$ cat src/int8_dot_product_requantize_assert.svh
// ----------------------------------------------------------------------------
// Assertion macros for the int8 dot product requantizer
// Shared helpers that wrap a clocked implication with reset disable.
// ----------------------------------------------------------------------------
`ifndef INT8_DOT_PRODUCT_REQUANTIZE_ASSERT_SVH
`define INT8_DOT_PRODUCT_REQUANTIZE_ASSERT_SVH

// Same-cycle implication, checked at every rising edge outside reset.
`define IDPR_ASSERT_SAME(label, ante, cons, msg) \
	label: assert property (@(posedge clk) disable iff (!arst_n) (ante) |-> (cons)) \
		else $error(msg);

// Next-cycle implication, checked at every rising edge outside reset.
`define IDPR_ASSERT_NEXT(label, ante, cons, msg) \
	label: assert property (@(posedge clk) disable iff (!arst_n) (ante) |=> (cons)) \
		else $error(msg);

`endif

$ cat src/idpr_pkg.sv
// ----------------------------------------------------------------------------
// idpr_pkg
// Types and constants shared by the dot product front end, queue and back end.
// ----------------------------------------------------------------------------
package idpr_pkg;

	// Operand bytes per beat that the lanes consume, and bytes carried by the ports.
	localparam int SRC_BYTES   = 16;
	localparam int PORT_BYTES  = 16;
	localparam int NUM_LANES   = SRC_BYTES / 4;
	localparam int SCALE_FRAC  = 24;
	localparam int QUEUE_DEPTH = 2;
	localparam int QPTR_W      = (QUEUE_DEPTH > 1) ? $clog2(QUEUE_DEPTH) : 1;
	localparam int QCNT_W      = $clog2(QUEUE_DEPTH + 1);

	// Width of the rounded, signed requantized value before clamping.
	localparam int RND_W = 64 - SCALE_FRAC + 1;

	// Configuration register indexes.
	typedef enum logic [0:0] {
		REG_CLAMP_LOW  = 1'b0,
		REG_CLAMP_HIGH = 1'b1
	} cfg_reg_t;

	typedef logic signed [31:0] lane_word_t;
	typedef lane_word_t [NUM_LANES-1:0] lane_arr_t;

	// One finished dot product waiting for reduction and requantization.
	typedef struct packed {
		lane_arr_t         lanes;
		logic signed [31:0] bias;
		logic signed [31:0] scale;
		logic               mode;
	} job_t;

	// Queue status seen by both sides.
	typedef struct packed {
		logic full;
		logic empty;
	} queue_stat_t;

	// Back end sequencer states.
	typedef enum logic [2:0] {
		BK_IDLE,
		BK_SUM,
		BK_MUL,
		BK_RND,
		BK_OUT
	} back_state_t;

endpackage

$ cat src/idpr_queue.sv
// ----------------------------------------------------------------------------
// idpr_queue
// Short first-in first-out buffer of finished dot products.
// ----------------------------------------------------------------------------
module idpr_queue
	import idpr_pkg::*;
(
	input  logic        clk,
	input  logic        arst_n,
	input  logic        push,
	input  job_t        push_job,
	input  logic        pop,
	output job_t        head_job,
	output queue_stat_t q_stat
);

	job_t              mem_q [QUEUE_DEPTH];
	logic [QPTR_W-1:0] wr_ptr_q;
	logic [QPTR_W-1:0] rd_ptr_q;
	logic [QCNT_W-1:0] count_q;

	assign q_stat.full  = (count_q == QCNT_W'(QUEUE_DEPTH));
	assign q_stat.empty = (count_q == '0);
	assign head_job     = mem_q[rd_ptr_q];

	// Storage is written at the tail only.
	always_ff @(posedge clk) begin
		if (push) begin
			mem_q[wr_ptr_q] <= push_job;
		end
	end

	// Pointers wrap at the queue depth.
	always_ff @(posedge clk or negedge arst_n) begin
		if (!arst_n) begin
			wr_ptr_q <= '0;
			rd_ptr_q <= '0;
			count_q  <= '0;
		end else begin
			if (push) begin
				wr_ptr_q <= (wr_ptr_q == QPTR_W'(QUEUE_DEPTH - 1)) ? '0 : wr_ptr_q + 1'b1;
			end
			if (pop) begin
				rd_ptr_q <= (rd_ptr_q == QPTR_W'(QUEUE_DEPTH - 1)) ? '0 : rd_ptr_q + 1'b1;
			end
			if (push && !pop) begin
				count_q <= count_q + 1'b1;
			end else if (pop && !push) begin
				count_q <= count_q - 1'b1;
			end
		end
	end

endmodule

$ cat config.mk
export PLATFORM = sky130hd
export DESIGN_NAME = idpr_queue
export DESIGN_NICKNAME = d
export VERILOG_FILES = /design/src/int8_dot_product_requantize_assert.svh /design/src/idpr_pkg.sv /design/src/idpr_queue.sv
export SDC_FILE = /design/constraint.sdc
export NUM_CORES = 1
export LEC_CHECK = 0
export BUFFER_PORTS_ARGS = -buffer_cell sky130_fd_sc_hd__buf_4
export CAP_MARGIN = 20
export CORE_UTILIZATION = 50
export CTS_BUF_LIST = sky130_fd_sc_hd__clkbuf_8
export CTS_CLUSTER_SIZE = 24
export DETAILED_ROUTE_END_ITERATION = 12
export GPL_ROUTABILITY_DRIVEN = 0
export GPL_TIMING_DRIVEN = 0
export PLACE_DENSITY = 0.84
export SKIP_CTS_REPAIR_TIMING = 1
export SLEW_MARGIN = 25
export SYNTH_ARGS = -nofsm -noshare
export SYNTH_HDL_FRONTEND = slang
export SYNTH_SLANG_ARGS = --single-unit
$ cat constraint.sdc
create_clock -name clk -period 11 [get_ports clk]
set_input_delay 1.65 -clock clk [delete_from_list [all_inputs] [get_ports clk]]
set_output_delay 1.65 -clock clk [all_outputs]
set_load 0.02 [all_outputs]
Word-level counts from Yosys, hierarchy flattened
Memory sizes are Yosys's and may differ from the RTL's.
Index checks and enable logic that the tools add are counted.

word-level totals
  flip-flop bits (word level) = 4
  memory bits (writable) = 386
  input port bits = 197
  output and inout port bits = 195
  logic and storage cells = 21
  memories kept = 1

operators by class
  $add $sub $neg = 4
  equality and inequality tests = 1
  multiplexer cells = 6
  reduce and logical (&&, ||, !) cells = 6

memories
  memory  words  bits a word  read ports  clocked after memory_dff  write ports  RTL line          text
  mem_q   2      193          1           0                         1            idpr_queue.sv:17  job_t mem_q [QUEUE_DEPTH];

operators with widths
  cell                                               number
  2-to-1 mux 1 bit                                   4
  2-to-1 mux 2 bit                                   2
  adder 1 bit (second input constant)                2
  adder 2 x 1 -> 2 bit (second input constant)       1
  equality test 2 bit (second input constant)        1
  logical AND 1 bit                                  2
  zero test 1 bit                                    2
  zero test 2 bit                                    1
  nonzero test 2 bit                                 1
  subtractor 2 x 1 -> 2 bit (second input constant)  1

Depth between registers and ports, before layout
  word-level depth = 4
  depth in mapped cells = 5
  mapped depth without buffers = 5

Worst setup path before layout
Ideal clock, no wire load.

  kind = input to register
  start = input push
  end = memory mem_q[0][0] (netlist bit) (enable)
  library setup time = 0.772 ns
  arrival = 9.975 ns
  required time = 10.228 ns
  path slack = 0.253 ns
  cell stages on the path = 1
  path buffers = 0
  path through = nor2b_1

on the way
  longest elaborated chain between the ends = 2

ends and longest elaborated chain
  element                                 RTL line          text
  start, declared                         idpr_queue.sv:10  input logic push,
  2-to-1 mux 1 bit                        idpr_queue.sv:28  if (push) begin
  2-to-1 mux 1 bit (implied by the code)  idpr_queue.sv:29  mem_q[wr_ptr_q] <= push_job;
  end, declared                           idpr_queue.sv:17

No other way between the ends.

==> results_dict.tcl <==
set metrics [dict create \
    min_path_type "flop to flop" \
    rsz0062_at_grt "no" \
    routed_wl_um 30500 \
    yosysSeqAreaShare_pct 79.1 \
    min_to "count_q[1]" \
    dieArea_um2 30300 \
    worstSetupPathType "flop to output port" \
    first_pass_iters 4 \
    irDropWorstVdd_mv 0.187 \
    syn_inst 617 \
    core_um2 28900 \
    critPathLaunchType "flop" \
    antenna_cells 0 \
    final_cell_area_um2 19600 \
    grt-ovfl-total 0 \
    reg2regPathDepth 4 \
    drtIter0Drc 346 \
    fin_crit_ns 3.63 \
    fin_setup_tns_ns 0 \
    avgSynthCellArea_um2 24.0 \
    wl_per_cell_um 20.2 \
    pin_count 392 \
    ctsHtreeMaxLevel 2 \
    clockBufferDepth 3 \
    grt_pass1_wl_um 45700 \
    syn_to_final_growth_pct 32.4 \
    clock_skew_ns 0.0170 \
    maxSlewHeadroom_pct 53.2 \
    critPathRequiredTime_ns 9.35 \
    rrSetupSlack_ns 9.07 \
    drive_above_1_share_pct 61.7 \
    dp_hpwl_um 21600 \
    cts_buffers 59 \
    clock-root-buffer "clkbuf_8" \
    r2r_end "mem_q[0][154]" \
    via_per_inst 4.90 \
    period_share_pct 33.0 \
    fin_nets 1280 \
    dpl.cell_count 1405 \
    status "finished clean" \
    initial_core_util_pct 51.2 \
    grt_max_degree 54 \
    arrival_ns 1.98 \
    syn_area_um2 14800 \
    p_total_mw 5.17 \
    synth-seq-cells 390 \
    fin_cells 1513 \
    clock-sinks 390 \
    grt_antenna_before_repair 0 \
    hold_depth 1 \
    antenna_left 0 \
    port_buffers 391 \
    path_clk_slew_ns 0.06 \
    end_kind "output port" \
    die_w_um 174 \
    grtUsageTotal_pct 19.9 \
    tightest_slew_ns 0.701 \
    r2r-start "wr_ptr_q" \
    fp.dieH_um 174 \
    p_leak_nw 7.90 \
    clock.fmax_ghz 0.276 \
    synthDistinctLibCells 14 \
    syn_nets 815 \
    post-route-drc-count 0 \
    fp-row-count 62 \
    finish.utilization_pct 67.9 \
    placed_area_um2 18500 \
    setup_viol 0 \
    num_vias 7419 \
    critPathMaxFanout 10 \
    insertion_delay_ns 0.57 \
    max_cap_viol_count 0 \
    cts_tree "built" \
    yosysWarnings 0 \
    p_per_area_nw_per_um2 264 \
    hold_violations 0 \
    grt_pass1_vias 8245 \
    min_from "count_q[1]" \
    slew_viol_final 0 \
]
==> worst max-delay path by stage <==
stage | startpoint | to | cells past startpoint
after floorplan | push | mem_q[0][0] | 1
after global placement | push | mem_q[0][44] | 2
after detailed placement | push | mem_q[0][14] | 5
after CTS | rd_ptr_q | head_job[57] | 5
after global routing | rd_ptr_q | head_job[57] | 5
final | rd_ptr_q | head_job[57] | 5
==> worst max-delay path: stages, from the launching register on <==
cell     delay [ns]
dfrtp_1        0.35
buf_6          0.12
buf_8          0.18
buf_6          0.24
mux2_4         0.34
buf_4          0.16
==> cell usage after synthesis, drive strengths merged <==
cell type	instances	area (um2)
edfxtp	386	11600
xnor2	1	8.76
inv	1	3.75
xor2	4	35.0
nor2b	2	12.5
nor2	2	7.51
dfrtp	4	100
and2	1	6.26
buf	22	233
ha	1	12.5
mux2	193	2770
==> layer usage <==
metal | GRT usage (%) | share of wire [%] | vias to the layer above
met4 | 8.22 | 3.8 | 0
met5 | 0 | 0 | -
met3 | 7.52 | 9.6 | 81
met2 | 35.5 | 52 | 333
met1 | 21.2 | 35 | 3602
li1 | - | - | 3403
==> layout make-up <==
cell class | instances | area, um2
fill | 1836 | 9280
inverter | 1 | 3.75
buffer | 22 | 233
timing repair buffer | 404 | 3250
sequential | 390 | 11700
clock inverter | 48 | 231
multi-input combinational | 204 | 2870
tap | 384 | 480
clock buffer | 60 | 826
==> sequential cells by signal, indices dropped and copies added (netlist names) <==
register	flops
mem_q	386
rd_ptr_q	1
count_q	2
wr_ptr_q	1
==> kinds of logic after synthesis <==
kind of cell  count (synthesis)  synth area share, %
xor+xnor                      5                0.296
mux                         193                 18.8
flops                       390                 79.1
simple gates                  5                0.178
buf+inv                      23                 1.60
fa+ha+maj                     1               0.0846
==> where the power goes <==
group	leakage [nW]	internal [mW]	switching (mW)
clock network	0.593	0.532	0.524
logic	3.64	1.02	1.06
registers	3.67	1.97	0.0724
==> metrics by stage <==
| step | hold slack [ns] | worst slack (ns) |
|---|---|---|
| final | 0.511 | 7.37 |
| after global routing | 0.525 | 7.29 |
| after CTS | 0.517 | 7.30 |
| after detailed placement | 0.505 | 7.70 |
| after global placement | 0.468 | -4.56 |
| after floorplan | 0.455 | 0.253 |
==> cell usage in the layout, fill, tap and decap left out <==
cell,n
buf_4,391
buf_6,18
xor2_1,4
buf_16,7
mux2_4,160
inv_1,12
mux2_2,33
xnor2_1,1
clkinvlp_4,1
inv_6,1
buf_2,3
ha_1,1
clkbuf_8,60
buf_12,6
dfrtp_1,4
bufinv_16,1
nor2b_1,1
edfxtp_1,386
nor2b_4,1
nor2_1,2
clkinv_1,21
and2_4,1
buf_8,1
clkinv_2,13
Note: power is estimated with default switching activity, not from simulation.
