--- config.mk ---
export PLATFORM = sky130hd
export DESIGN_NAME = idpr_front
export DESIGN_NICKNAME = d
export VERILOG_FILES = /design/src/int8_dot_product_requantize_assert.svh /design/src/idpr_pkg.sv /design/src/idpr_front.sv
export SDC_FILE = /design/constraint.sdc
export NUM_CORES = 2
export LEC_CHECK = 0
export BUFFER_PORTS_ARGS = -buffer_cell sky130_fd_sc_hd__buf_2
export CORE_AREA = 2 2 400 402
export DETAILED_ROUTE_END_ITERATION = 6
export DIE_AREA = 0 0 402 404
export GPL_ROUTABILITY_DRIVEN = 0
export GPL_TIMING_DRIVEN = 0
export HOLD_SLACK_MARGIN = 0.15
export PLACE_DENSITY = 0.58
export SETUP_SLACK_MARGIN = 0.1
export SLEW_MARGIN = 15
export SYNTH_ARGS = -nofsm -noshare
export SYNTH_HDL_FRONTEND = slang
export SYNTH_SLANG_ARGS = --single-unit
--- constraint.sdc ---
create_clock -name clk -period 26.1 [get_ports clk]
set_input_delay 7.83 -clock clk [delete_from_list [all_inputs] [get_ports clk]]
set_output_delay 7.83 -clock clk [all_outputs]
set_load 0.005 [all_outputs]
--- src/int8_dot_product_requantize_assert.svh ---
// ----------------------------------------------------------------------------
// Assertion macros for the int8 dot product requantizer
// Shared helpers that wrap a clocked implication with reset disable.
// ----------------------------------------------------------------------------
`ifndef INT8_DOT_PRODUCT_REQUANTIZE_ASSERT_SVH
`define INT8_DOT_PRODUCT_REQUANTIZE_ASSERT_SVH

// Same-cycle implication, checked at every rising edge outside reset.
`define IDPR_ASSERT_SAME(label, ante, cons, msg) \
	label: assert property (@(posedge clk) disable iff (!arst_n) (ante) |-> (cons)) \
		else $error(msg);

// Next-cycle implication, checked at every rising edge outside reset.
`define IDPR_ASSERT_NEXT(label, ante, cons, msg) \
	label: assert property (@(posedge clk) disable iff (!arst_n) (ante) |=> (cons)) \
		else $error(msg);

`endif

--- src/idpr_pkg.sv ---
// ----------------------------------------------------------------------------
// idpr_pkg
// Types and constants shared by the dot product front end, queue and back end.
// ----------------------------------------------------------------------------
package idpr_pkg;

	// Operand bytes per beat that the lanes consume, and bytes carried by the ports.
	localparam int SRC_BYTES   = 16;
	localparam int PORT_BYTES  = 16;
	localparam int NUM_LANES   = SRC_BYTES / 4;
	localparam int SCALE_FRAC  = 24;
	localparam int QUEUE_DEPTH = 2;
	localparam int QPTR_W      = (QUEUE_DEPTH > 1) ? $clog2(QUEUE_DEPTH) : 1;
	localparam int QCNT_W      = $clog2(QUEUE_DEPTH + 1);

	// Width of the rounded, signed requantized value before clamping.
	localparam int RND_W = 64 - SCALE_FRAC + 1;

	// Configuration register indexes.
	typedef enum logic [0:0] {
		REG_CLAMP_LOW  = 1'b0,
		REG_CLAMP_HIGH = 1'b1
	} cfg_reg_t;

	typedef logic signed [31:0] lane_word_t;
	typedef lane_word_t [NUM_LANES-1:0] lane_arr_t;

	// One finished dot product waiting for reduction and requantization.
	typedef struct packed {
		lane_arr_t         lanes;
		logic signed [31:0] bias;
		logic signed [31:0] scale;
		logic               mode;
	} job_t;

	// Queue status seen by both sides.
	typedef struct packed {
		logic full;
		logic empty;
	} queue_stat_t;

	// Back end sequencer states.
	typedef enum logic [2:0] {
		BK_IDLE,
		BK_SUM,
		BK_MUL,
		BK_RND,
		BK_OUT
	} back_state_t;

endpackage

--- src/idpr_front.sv ---
// ----------------------------------------------------------------------------
// idpr_front
// Accepts operand beats and keeps the saturating lane accumulators.
// ----------------------------------------------------------------------------
module idpr_front
	import idpr_pkg::*;
(
	input  logic               clk,
	input  logic               arst_n,
	input  logic               in_valid,
	output logic               in_ready,
	input  logic [63:0]        src_bytes_lo,
	input  logic [63:0]        src_bytes_hi,
	input  logic [63:0]        wgt_bytes_lo,
	input  logic [63:0]        wgt_bytes_hi,
	input  logic signed [31:0] chan_bias,
	input  logic signed [31:0] chan_scale,
	input  logic               mode,
	input  logic               last,
	input  queue_stat_t        q_stat,
	output logic               push,
	output job_t               push_job
);

	lane_arr_t                   acc_q;
	lane_arr_t                   lanes_next;
	logic [8*PORT_BYTES-1:0]     src_all;
	logic [8*PORT_BYTES-1:0]     wgt_all;
	logic                        accept;

	assign src_all = {src_bytes_hi, src_bytes_lo};
	assign wgt_all = {wgt_bytes_hi, wgt_bytes_lo};

	// A beat is taken whenever the queue can hold a possible result.
	assign in_ready = !q_stat.full;
	assign accept   = in_valid && in_ready;
	assign push     = accept && last;

	// Each lane adds four byte products and saturates to signed 32 bits.
	for (genvar i = 0; i < NUM_LANES; i++) begin : g_lane
		logic signed [16:0] prod [4];
		logic signed [18:0] psum;
		logic signed [33:0] wide;
		lane_word_t         sat;

		for (genvar j = 0; j < 4; j++) begin : g_byte
			localparam int K = 4 * i + j;
			if (K < PORT_BYTES) begin : g_used
				assign prod[j] = $signed({1'b0, src_all[8*K +: 8]})
					* $signed(wgt_all[8*K +: 8]);
			end else begin : g_zero
				assign prod[j] = '0;
			end
		end

		assign psum = 19'(prod[0]) + 19'(prod[1]) + 19'(prod[2]) + 19'(prod[3]);
		assign wide = 34'(acc_q[i]) + 34'(psum);

		always_comb begin
			if (wide > 34'sh0_7FFF_FFFF) begin
				sat = 32'sh7FFF_FFFF;
			end else if (wide < -34'sh0_8000_0000) begin
				sat = 32'sh8000_0000;
			end else begin
				sat = wide[31:0];
			end
		end

		assign lanes_next[i] = sat;
	end

	// Accumulators clear after the closing beat of a dot product.
	always_ff @(posedge clk or negedge arst_n) begin
		if (!arst_n) begin
			acc_q <= '0;
		end else if (accept) begin
			acc_q <= last ? '0 : lanes_next;
		end
	end

	always_comb begin
		push_job.lanes = lanes_next;
		push_job.bias  = chan_bias;
		push_job.scale = chan_scale;
		push_job.mode  = mode;
	end

endmodule

Word-level counts from Yosys, hierarchy flattened
Cells that the tools add are included.
{"block": "op_classes", "n_eq_ne": 0, "shift": 0, "order_cmp": 8, "div": 0, "reduce_logical": 3, "n_bitwise": 0, "mul": 16, "muxes": 9, "n_addsub": 16}
{"operator": "9-bit by 8-bit multiplier with 17-bit output", "count": 16}
{"operator": "32-bit two-way mux", "count": 8}
{"operator": "32-bit by 19-bit adder with 33-bit output", "count": 4}
{"operator": "33-bit by 32-bit > comparator with 1-bit output, second input constant", "count": 4}
{"operator": "33-bit by 32-bit less-than comparator with 1-bit output, second input constant", "count": 4}
{"operator": "128-bit two-way mux", "count": 1}
{"operator": "18-bit by 17-bit adder with 19-bit output", "count": 4}
{"operator": "19-bit by 17-bit adder with 19-bit output", "count": 4}
{"operator": "17-bit by 17-bit adder with 18-bit output", "count": 4}
{"operator": "1-bit logical AND", "count": 2}
{"operator": "1-bit logical NOT", "count": 1}
{"block": "word_totals", "n_memories": 0, "mem_bits_rw": 0, "inputBits": 327, "latch_bits": 0, "reg_bits": 128, "rom_bits": 0, "wordCells": 56, "output_inout_bits": 195}

Logic depth before layout (Yosys ltp)
{"block": "depth", "ltp_word": 9, "ltp_mapped": 30, "ltp_nobuf": 27}

Worst setup path before layout
No wires, ideal clock.
{"block": "synth_timing", "path_kind": "input-to-output", "start": "input port src_bytes_lo[35]", "end": "output port push_job[124] (netlist name)", "slack_ns": 3.664, "arrival_time_ns": 14.606, "stages": 25, "path_buffers": 1, "required_time_ns": 18.270, "path_cell_list": "clkbuf_1 nand2_1 fa_1 inv_1 fa_1 fa_1 inv_1 fa_1 fa_1 inv_1 fa_1 fa_1 inv_1 fa_1 inv_1 ha_1 o211ai_1 a21oi_1 o21ai_1 o31a_1 o311a_1 o41ai_1 a31oi_1 xor2_1 a21oi_1"}
{"element": "start, declared", "line": "idpr_front.sv:12", "text": "input logic [63:0] src_bytes_lo,"}
{"element": "end, declared", "line": "idpr_front.sv:22", "text": "output job_t push_job"}

==> metrics.cfg <==
[status]
status=completed

[yosys]
synthFlopType=dfrtp_1
synthCells=6111
ys_warn_count=0
yosysTopAreaCellShare_pct=40.1
ys_seq_elements=128
syn_nets=8344
synth-edff-count=0
avgSynthCellArea_sq_um=9.01
synth_top_area_cell=fa_1
yosys-top-cells-area=fa_1 (40%), ha_1 (18%), inv_1 (11%), and2_1 (6.5%), dfrtp_1 (5.8%)
async_reset_ff_share_pct=100
synthDistinctLibCells=72
netlist_area_sq_um=55100
seq_area_frac_synth_pct=5.82

[critical_path]
path_class=in2out
crit_fanout=10
crit_family=adder cells
critPathSlowestCell=o311ai_2
reg2reg_depth=26
worstPathRequired_ps=18270
reg2reg_to=acc_q[58]
crit_arrival_ps=16600
r2r_start=acc_q[38]
crit_buf_inv=9
endpoint_kind=primary output
max_stage_delay_ps=690
critPathMostFrequentCell=fa_1
setup.worst_path.start_class=input port
rrSetupSlack_ps=17910

[die]
rows=146
core-area_sq_um=158000
initial_core_util_pct=34.9
chipWidth_um=402
die_h_um=404
die-area_sq_um=162000
ioPinCount=522

[hold_path]
hold-path-cell-count=2
hold_path_end=acc_q[75]
worstHoldPathType=reg2reg
hold_path_startpoint=acc_q[75]

[placement]
port_buffers=439
dp_hpwl_um=137000
placed_area_sq_um=59900
placed_cells=8624
place_ws_ps=1620

[global_route]
grt_max_degree=84
grt_first_pass_wirelength_um=245000
grt_pass1_vias=44000
gr-usage-all-layers_pct=19.2
antenna_found_initial=38
globalRouteOverflowTotal=0

[sta]
rsz0062_at_grt=no
fin_ws_ps=1670
final.min_clock_period_ps=24430
timing.fmax_mhz=40.9
slew_headroom_pct=25.9
fin_setup_tns_ps=0
skew_ps=19.9
tightest_slew_ps=1110
slew_viol_final=0
final-hold-violation-count=0
finalSetupViolCount=0
period_share_pct=93.6

[routing]
routed_wl_um=152000
vias_per_cell=4.72
drcViolationCount=0
num_vias=40900
drtIter0Drc=1731
wl_per_cell_um=17.5
ant_nets=0
dr.pass1.iters=5

[layout]
reg_top3=acc_q x128
stdcell_area_sq_um=60600
area_growth_pct=10.0
largest_register=acc_q
nFillCells=16200
drive_above_1_share_pct=8.87
mostFrequentLayoutCells=inv_1 (1,623), fa_1 (1,104), ha_1 (802)
nets=8804
fin_cells=8666
final_common_cell=inv_1
multi_input_area_sq_um=44900
largest_register_ffs=128
regArea_sq_um=3200

[clock_tree]
cts.sinks=128
cts_buffer_depth=2
postCtsHoldBufs=0
post_cts_resized=0
clockRootBuffer=clkbuf_16
cts.clk_slew.worst_paths_ps=70
cts_max_level=4
insertion_delay_ps=520
cts_inserted_buffers=17
cts_setup_buffers=0
tritoncts=done

[run]
maxCapViolations=0

==> metrics by stage <==
stage / utilization [%] / hold slack (ps)
2_1_floorplan: - / 449
3_3_place_gp: 37.9 / 464
3_5_place_dp: 38.0 / 471
4_1_cts: 38.4 / 486
5_1_grt: 38.4 / 506
6_report: 38.4 / 479
==> kinds of logic after synthesis <==
| family | share of synthesized area [%] |
|---|---|
| AOI/OAI and AO/OA | 6.02 |
| and+or+nand+nor | 14.3 |
| buffers and inverters | 12.7 |
| adders and majority gates | 59.2 |
| xor gates and xnor gates | 1.86 |
| DFF | 5.82 |
| muxes | 0.0931 |
==> final cells by class <==
type / count / area share, %
Antenna cell: 11 / 0.0454
Buffer: 163 / 1.48
Clock buffer: 19 / 0.747
Clock inverter: 12 / 0.299
Inverter: 1623 / 10.1
Multi-Input combinational cell: 4197 / 74.1
Sequential cell: 128 / 5.28
Tap cell: 2072 / 4.28
Timing Repair Buffer: 441 / 3.73
==> how the worst max path moves through the flow <==
stage	startpoint	end	slack [ps]	depth (start not counted)
6_report	src_bytes_lo[36]	push_job[117]	1670	28
5_1_grt	src_bytes_lo[36]	push_job[117]	1190	28
2_1_floorplan	src_bytes_lo[35]	push_job[124]	3660	25
3_5_place_dp	src_bytes_lo[36]	push_job[117]	1620	28
3_3_place_gp	src_bytes_lo[36]	push_job[117]	1610	28
4_1_cts	src_bytes_lo[36]	push_job[117]	1570	28
==> metal layers <==
| layer | global-route usage [%] | up-vias | wire length, um |
|---|---|---|---|
| met5 | 0 | - | 83 |
| met4 | 4.43 | 14 | 3030 |
| met3 | 2.18 | 166 | 6170 |
| met2 | 32.5 | 875 | 73000 |
| met1 | 26.4 | 20600 | 69400 |
| li1 | - | 19200 | - |
==> synthesized netlist by cell type (9+ instances only) <==
library cell and n:
a211oi_1 13, a21o_1 43, a21oi_1 171, a22o_1 22, a31oi_1 13, and2_1 568
and3_1 9, buf_2 19, buf_4 69, clkbuf_1 74, dfrtp_1 128, fa_1 1104
ha_1 802, inv_1 1623, maj3_1 47, nand2_1 536, nand2b_1 65, nand3_1 24
nand4_1 23, nor2_1 250, nor2b_1 52, nor3_1 18, o211ai_1 14, o21a_1 14
o21ai_0 142, o21ai_1 42, o21bai_1 12, or3_1 14, xnor2_1 85, xor2_1 32
==> worst min-delay path: stages, from the launching register on <==
cell	delay [ps]
dfrtp_1	340
nand2_1	50
o21ai_0	60
Power is left out: the tool's default activity adds up to more than one toggle a clock period on the data nets, which glitch-free logic cannot reach.
