File: src/int8_dot_product_requantize_assert.svh
// ----------------------------------------------------------------------------
// Assertion macros for the int8 dot product requantizer
// Shared helpers that wrap a clocked implication with reset disable.
// ----------------------------------------------------------------------------
`ifndef INT8_DOT_PRODUCT_REQUANTIZE_ASSERT_SVH
`define INT8_DOT_PRODUCT_REQUANTIZE_ASSERT_SVH

// Same-cycle implication, checked at every rising edge outside reset.
`define IDPR_ASSERT_SAME(label, ante, cons, msg) \
	label: assert property (@(posedge clk) disable iff (!arst_n) (ante) |-> (cons)) \
		else $error(msg);

// Next-cycle implication, checked at every rising edge outside reset.
`define IDPR_ASSERT_NEXT(label, ante, cons, msg) \
	label: assert property (@(posedge clk) disable iff (!arst_n) (ante) |=> (cons)) \
		else $error(msg);

`endif

File: src/idpr_pkg.sv
// ----------------------------------------------------------------------------
// idpr_pkg
// Types and constants shared by the dot product front end, queue and back end.
// ----------------------------------------------------------------------------
package idpr_pkg;

	// Operand bytes per beat that the lanes consume, and bytes carried by the ports.
	localparam int SRC_BYTES   = 16;
	localparam int PORT_BYTES  = 16;
	localparam int NUM_LANES   = SRC_BYTES / 4;
	localparam int SCALE_FRAC  = 24;
	localparam int QUEUE_DEPTH = 2;
	localparam int QPTR_W      = (QUEUE_DEPTH > 1) ? $clog2(QUEUE_DEPTH) : 1;
	localparam int QCNT_W      = $clog2(QUEUE_DEPTH + 1);

	// Width of the rounded, signed requantized value before clamping.
	localparam int RND_W = 64 - SCALE_FRAC + 1;

	// Configuration register indexes.
	typedef enum logic [0:0] {
		REG_CLAMP_LOW  = 1'b0,
		REG_CLAMP_HIGH = 1'b1
	} cfg_reg_t;

	typedef logic signed [31:0] lane_word_t;
	typedef lane_word_t [NUM_LANES-1:0] lane_arr_t;

	// One finished dot product waiting for reduction and requantization.
	typedef struct packed {
		lane_arr_t         lanes;
		logic signed [31:0] bias;
		logic signed [31:0] scale;
		logic               mode;
	} job_t;

	// Queue status seen by both sides.
	typedef struct packed {
		logic full;
		logic empty;
	} queue_stat_t;

	// Back end sequencer states.
	typedef enum logic [2:0] {
		BK_IDLE,
		BK_SUM,
		BK_MUL,
		BK_RND,
		BK_OUT
	} back_state_t;

endpackage

File: src/idpr_back.sv
// ----------------------------------------------------------------------------
// idpr_back
// Reduces the lanes, adds bias, optionally requantizes and holds the result beat.
// ----------------------------------------------------------------------------
module idpr_back
	import idpr_pkg::*;
(
	input  logic               clk,
	input  logic               arst_n,
	input  queue_stat_t        q_stat,
	input  job_t               head_job,
	output logic               pop,
	input  logic signed [7:0]  clamp_low,
	input  logic signed [7:0]  clamp_high,
	output logic               out_valid,
	input  logic               out_ready,
	output logic signed [31:0] result_value,
	output logic               result_quantized
);

	back_state_t               state_q;
	back_state_t               state_d;
	job_t                      job_q;
	logic signed [31:0]        sum_q;
	logic signed [63:0]        prod_q;
	logic signed [RND_W-1:0]   val_q;
	logic                      out_valid_q;
	logic signed [31:0]        result_value_q;
	logic                      result_quantized_q;
	logic                      load_job;
	logic                      do_sum;
	logic                      do_mul;
	logic                      do_rnd;
	logic                      do_out;
	logic                      out_free;
	logic signed [31:0]        lane_sum;
	logic [63:0]               mag;
	logic [63:0]               mag_rnd;
	logic [RND_W-2:0]          mag_shift;
	logic signed [RND_W-1:0]   clamp_hi_ext;
	logic signed [RND_W-1:0]   clamp_lo_ext;
	logic signed [RND_W-1:0]   v_hi;
	logic signed [RND_W-1:0]   v_lo;
	logic signed [7:0]         q8;

	assign out_free = !out_valid_q || out_ready;

	// Next state of the sequencer.
	always_comb begin
		state_d = state_q;
		case (state_q)
			BK_IDLE: if (!q_stat.empty) state_d = BK_SUM;
			BK_SUM:  state_d = BK_MUL;
			BK_MUL:  state_d = BK_RND;
			BK_RND:  state_d = BK_OUT;
			BK_OUT:  if (out_free) state_d = BK_IDLE;
			default: state_d = BK_IDLE;
		endcase
	end

	// Step enables decoded from the state.
	always_comb begin
		load_job = 1'b0;
		do_sum   = 1'b0;
		do_mul   = 1'b0;
		do_rnd   = 1'b0;
		do_out   = 1'b0;
		case (state_q)
			BK_IDLE: load_job = !q_stat.empty;
			BK_SUM:  do_sum   = 1'b1;
			BK_MUL:  do_mul   = 1'b1;
			BK_RND:  do_rnd   = 1'b1;
			BK_OUT:  do_out   = out_free;
			default: load_job = 1'b0;
		endcase
	end

	assign pop = load_job;

	always_ff @(posedge clk or negedge arst_n) begin
		if (!arst_n) begin
			state_q <= BK_IDLE;
		end else begin
			state_q <= state_d;
		end
	end

	// Lane reduction and bias, both wrapping at 32 bits.
	always_comb begin
		lane_sum = job_q.bias;
		for (int i = 0; i < NUM_LANES; i++) begin
			lane_sum = lane_sum + job_q.lanes[i];
		end
	end

	// Round half away from zero on the magnitude of the product.
	always_comb begin
		mag       = prod_q[63] ? 64'(-prod_q) : 64'(prod_q);
		mag_rnd   = mag + (64'd1 << (SCALE_FRAC - 1));
		mag_shift = mag_rnd[63:SCALE_FRAC];
	end

	// Clamp to the register bounds, then saturate to int8.
	always_comb begin
		clamp_hi_ext = RND_W'(clamp_high);
		clamp_lo_ext = RND_W'(clamp_low);
		v_hi = (val_q > clamp_hi_ext) ? clamp_hi_ext : val_q;
		v_lo = (v_hi < clamp_lo_ext) ? clamp_lo_ext : v_hi;
		if (v_lo > RND_W'(127)) begin
			q8 = 8'sd127;
		end else if (v_lo < -RND_W'(128)) begin
			q8 = -8'sd128;
		end else begin
			q8 = v_lo[7:0];
		end
	end

	// Datapath registers of the back end.
	always_ff @(posedge clk) begin
		if (load_job) begin
			job_q <= head_job;
		end
		if (do_sum) begin
			sum_q <= lane_sum;
		end
		if (do_mul) begin
			prod_q <= sum_q * job_q.scale;
		end
		if (do_rnd) begin
			val_q <= prod_q[63] ? -$signed({1'b0, mag_shift}) : $signed({1'b0, mag_shift});
		end
		if (do_out) begin
			result_value_q     <= job_q.mode ? 32'(q8) : sum_q;
			result_quantized_q <= job_q.mode;
		end
	end

	// Output beat stays until the consumer takes it.
	always_ff @(posedge clk or negedge arst_n) begin
		if (!arst_n) begin
			out_valid_q <= 1'b0;
		end else if (do_out) begin
			out_valid_q <= 1'b1;
		end else if (out_ready) begin
			out_valid_q <= 1'b0;
		end
	end

	assign out_valid        = out_valid_q;
	assign result_value     = result_value_q;
	assign result_quantized = result_quantized_q;

endmodule

File: config.mk
export PLATFORM = sky130hd
export DESIGN_NAME = idpr_back
export DESIGN_NICKNAME = d
export VERILOG_FILES = /design/src/int8_dot_product_requantize_assert.svh /design/src/idpr_pkg.sv /design/src/idpr_back.sv
export SDC_FILE = /design/constraint.sdc
export NUM_CORES = 2
export LEC_CHECK = 0
export ABC_AREA = 1
export BUFFER_PORTS_ARGS = -buffer_cell sky130_fd_sc_hd__buf_2
export CORE_MARGIN = 5
export CORE_UTILIZATION = 55
export DETAILED_ROUTE_END_ITERATION = 10
export HOLD_SLACK_MARGIN = 0.03
export PLACE_DENSITY_LB_ADDON = 0.05
export SYNTH_ARGS = -nofsm -noshare
export SYNTH_HDL_FRONTEND = slang
export SYNTH_SLANG_ARGS = --single-unit
File: constraint.sdc
create_clock -name clk -period 49.2 [get_ports clk]
set_clock_uncertainty 0.1 [all_clocks]
set_input_delay 4.92 -clock clk [delete_from_list [all_inputs] [get_ports clk]]
set_output_delay 4.92 -clock clk [all_outputs]
set_load 0.05 [all_outputs]
## Yosys cells after proc, flatten, opt, wreduce, memory -nomap -nowiden

Index checks and enable logic that the tools add are counted.

| cells by class | value |
|---|---|
| bitwise gates (word level) | 0 |
| div/mod/pow operators | 0 |
| shift-type cells | 0 |
| $mul | 1 |
| reductions and logical operators | 6 |
| magnitude comparators | 4 |
| multiplexer cells | 17 |
| $add $sub $neg | 7 |
| equal/unequal tests | 6 |

Operators with widths:

| kind | number |
|---|---|
| 32-bit adder | 4 |
| 41-bit 2-to-1 mux | 2 |
| 64-bit by 24-bit adder with 64-bit output (second input constant) | 1 |
| 32-bit by 32-bit multiplier with 64-bit output | 1 |
| 64-bit 2-to-1 mux | 1 |
| 64-bit negation | 1 |
| 41-bit by 8-bit > comparator with 1-bit output | 1 |
| 41-bit by 8-bit > comparator with 1-bit output (second input constant) | 1 |
| 41-bit by 8-bit < comparator with 1-bit output | 1 |
| 41-bit by 8-bit < comparator with 1-bit output (second input constant) | 1 |
| 40-bit negation with 41-bit output | 1 |
| 40-bit 2-to-1 mux | 1 |
| 32-bit 2-to-1 mux | 1 |
| 8-bit 2-to-1 mux | 2 |
| 3-bit case mux with 5 select lines | 1 |
| 1-bit 2-to-1 mux | 7 |
| 3-bit by 2-bit equality test with 1-bit output (second input constant) | 2 |
| 3-bit 2-to-1 mux | 2 |
| 2-bit inequality test (second input constant) | 2 |
| 3-bit by 1-bit equality test with 1-bit output (second input constant) | 1 |
| 3-bit equality test (second input constant) | 1 |
| 3-bit logical NOT | 1 |
| 1-bit logical NOT | 2 |
| 2-bit AND reduction | 1 |
| 2 further kinds | 2 |

| word-level totals | value |
|---|---|
| word-level logic and storage cells | 56 |
| ROM bits | 0 |
| register bits | 367 |
| latch bits | 0 |
| memory bits (writable) | 0 |
| memories | 0 |
| input port bits | 214 |

## Depth between registers and ports, before layout

| logic depth | value |
|---|---|
| depth after elaboration | 8 |
| mapped depth | 42 |
| gate-level depth less buffers | 40 |

## Worst setup path before layout

OpenSTA, ideal clock, no wires.

| timing path | value |
|---|---|
| kind | input to output |
| from | input port q_stat[0] (netlist bit) |
| to | output port pop |
| path slack | 25.195 ns |
| cell stages on the path | 1 |
| arrival | 18.985 ns |
| cells stage by stage | nor3_1 |

| on the way | value |
|---|---|
| word-level cells in the longest chain between the ends | 2 |

Ends and longest elaborated chain:

| item | line | text |
|---|---|---|
| start: declaration | idpr_back.sv:10 | `input queue_stat_t q_stat,` |
| 1-bit logical NOT | idpr_back.sv:69 | `BK_IDLE: load_job = !q_stat.empty;` |
| 1-bit 2-to-1 mux | idpr_back.sv:68 | `case (state_q)` |
| end: declaration | idpr_back.sv:12 | `output logic pop,` |

No other way between the ends.

## Final worst setup path

| timing path | value |
|---|---|
| from | input port clamp_high[7] |
| to | register result_value_q[11], in the netlist result_value[11] (data pin) |

| on the way | value |
|---|---|
| word-level cells in the longest chain between the ends | 8 |
| elaborated cells on any way between the ends | 9 |
| those cells by class | 4 x order compare; 5 x mux |

Ends and longest elaborated chain:

| item | line | text |
|---|---|---|
| start: declaration | idpr_back.sv:14 | `input logic signed [7:0] clamp_high,` |
| 41-bit by 8-bit > comparator with 1-bit output | idpr_back.sv:107 | `v_hi = (val_q > clamp_hi_ext) ? clamp_hi_ext : val_q;` |
| 41-bit 2-to-1 mux * | idpr_back.sv:107 |  |
| 41-bit by 8-bit < comparator with 1-bit output | idpr_back.sv:108 | `v_lo = (v_hi < clamp_lo_ext) ? clamp_lo_ext : v_hi;` |
| 41-bit 2-to-1 mux * | idpr_back.sv:108 |  |
| 41-bit by 8-bit < comparator with 1-bit output | idpr_back.sv:111 | `end else if (v_lo < -RND_W'(128)) begin` |
| 8-bit 2-to-1 mux | idpr_back.sv:111 |  |
| 8-bit 2-to-1 mux * | idpr_back.sv:109 | `if (v_lo > RND_W'(127)) begin` |
| 32-bit 2-to-1 mux * | idpr_back.sv:133 | `result_value_q <= job_q.mode ? 32'(q8) : sum_q;` |
| end signal: assignment | idpr_back.sv:133 |  |
| end: declaration | idpr_back.sv:28 | `logic signed [31:0] result_value_q;` |

Mark *: on every way between the ends. The rest lies on a longest branch, timed or not.
A chain may end at the register's enable or synchronous reset.

==> out/results.tsv <==
metric	value	unit
Post-Syn Area	58100	um2
drt drc	0	
drt total wl	152	mm
global-route met1 utilization	36.4	%
CORE AREA	105000	um2
HP Class	register to register	
die height	335	um
CTS tree	done	
Total Nets Final	8321	
Crit-path slowest cell	nand2_1	
Max FO, Critical Path	35	
slew at the pin closest to its max-slew limit	1200	ps
H-tree depth	2	
synth top area cells	fa_1, edfxtp_1, inv_1	
CP dominant cell by count	nand2_1	
synth warn	0	
share of the synthesized area in the top cell type	40.5	%
status	finished clean	
I/O pins	249	
post-route ant nets	0	
most frequent cells in the layout	inv_1, nand2_1, fa_1	
clock latency on the worst-skew pair	620	ps
Pre-Repair DR Iteration Count	6	
# Post-CTS Setup Buffers	0	
number of vias per cell	5.26	
Yosys cell types	52	
Mapped Cells	6492	
Top FF cell, synth	edfxtp_1	
Mapped Nets	8179	
Setup TNS	0	ps
Post-Synthesis Mean Instance Area	8.94	um2
grt peak-use layer	met2	
arrival time worst endpoint	12630	ps
number of global-route vias before repair	45866	
HPWL Detailed	122	mm
Worst Setup Start Kind	input pin	
first-pass GRT wire length	248	mm
CTS buffer count	45	
initial antenna violation count	1	
proportion of layout cells with a drive suffix above 1	7.33	%
Starting Density	55.2	%
Final Non-Filler Cells	8060	
Syn-to-layout area delta	7.23	%
CTS max path bufs	3	
unrepaired setup endpoints after global routing	no	
max cap viols	0	
n_diodes	0	
number of synthesized register bits	367	
clock sinks	367	
vias post-DR	42381	
Final Cycle Share	25.3	%
CP Class	input pin to register	
worst path required time	49380	ps
gpl congestion	0.954	
Die Width	335	um
sequential element share of the synthesized area	18.9	%
CTS clk-pin slew, worst paths	60	ps
CTS root buf	clkbuf_16	
commonest non-fill, non-tap cell in the layout	inv_1	
fmax	0.0803	GHz
pin count of the biggest net entering global routing	77	
cts hold-fix bufs	0	
Yosys top cell by area	fa_1	
GR Util met2	49.3	%
DRT iter0 DRCs	2460	
final setup violation count	0	
grt met3 use	3.86	%
Slew HR	19.7	%
die area	112000	um2
WHS Path Cells	1	
placed cell count	7978	
R2R cell count	22	
total grt overflow	0	
Rows	119	
drt wl/cell	18.9	um
Post-synth EDFFs	363	
CP max stage delay	810	ps
post_cts resized	0	
fin. max-slew vios	0	
Port Buf Inserts	247	
fill count	9503	
asr flop ratio synth	1.09	%
GRT Util Overall	28.2	%
crit path time final	12450	ps
Worst setup EP type	register	
Final Hold Fails	0	
## synthesized netlist by cell type (49+ instances only)
library cell and n:
nand4_1 49, a21oi_1 153, xnor2_1 61, o21ai_0 144, nor2_1 253, edfxtp_1 363, clkbuf_1 211, nand2_1 1623
inv_1 1666, xor2_1 111, ha_1 299, nand3_1 130, fa_1 1174
## layer usage
metal / routed length, um / up-vias
li1: - / 19409
met1: 60900 / 21271
met2: 75800 / 1361
met3: 9010 / 338
met4: 6470 / 2
met5: 7 / -
## worst paths after layout
kind                               start               end  slack [ps]
setup / recovery           clamp_high[7]  result_value[11]       36750
min in group asynchronous         arst_n         out_valid        4000
hold / removal                job_q[161]          sum_q[0]         460
hold reg to reg               job_q[161]          sum_q[0]         460
max in group asynchronous         arst_n        state_q[2]       44860
setup reg to reg                job_q[6]        prod_q[63]       40110
## stage by stage
step | area (um2) | hold slack, ps | util [%] | worst slack (ps)
5_1_grt | 62300 | 496 | 59.2 | 36170
3_3_place_gp | 60800 | 442 | 57.8 | 36330
2_1_floorplan | 58100 | 390 | - | 25200
6_report | 62300 | 465 | 59.2 | 36750
3_5_place_dp | 60800 | 445 | 57.8 | 36190
4_1_cts | 62300 | 466 | 59.2 | 36850
## state kept, by name, indices dropped and copies added, names as in the netlist
register          flops
result_value         32
job_q               193
val_q                41
state_q               3
result_quantized      1
prod_q               64
sum_q                32
out_valid             1
## kinds of logic after synthesis
group	share of synthesized area, %
flip-flops	18.9
buffers and inverters	12.4
XOR/XNOR	2.81
adder cells (fa/ha/maj)	46.9
AO/OA/AOI/OAI	3.82
AND/OR/NAND/NOR	15.2
## critical path, delay by kind of cell
family | cells | cell delay, ps
compound gates | 3 | 950
fa+ha+maj | 2 | 590
buf+inv | 7 | 1300
simple gates | 21 | 4790
## layout make-up
type	count	area (um2)	area share, %
well taps	1391	1740	2.80
inverters	1677	6290	10.1
repair buffers	323	1810	2.90
multi-input cells	4220	39900	64.1
clock inverters	32	303	0.486
flip-flops and latches	367	11000	17.7
clock buffers	50	1190	1.91
Power is not shown: default switching activity piles up to over one toggle a cycle in this logic, so the estimate is an artifact.
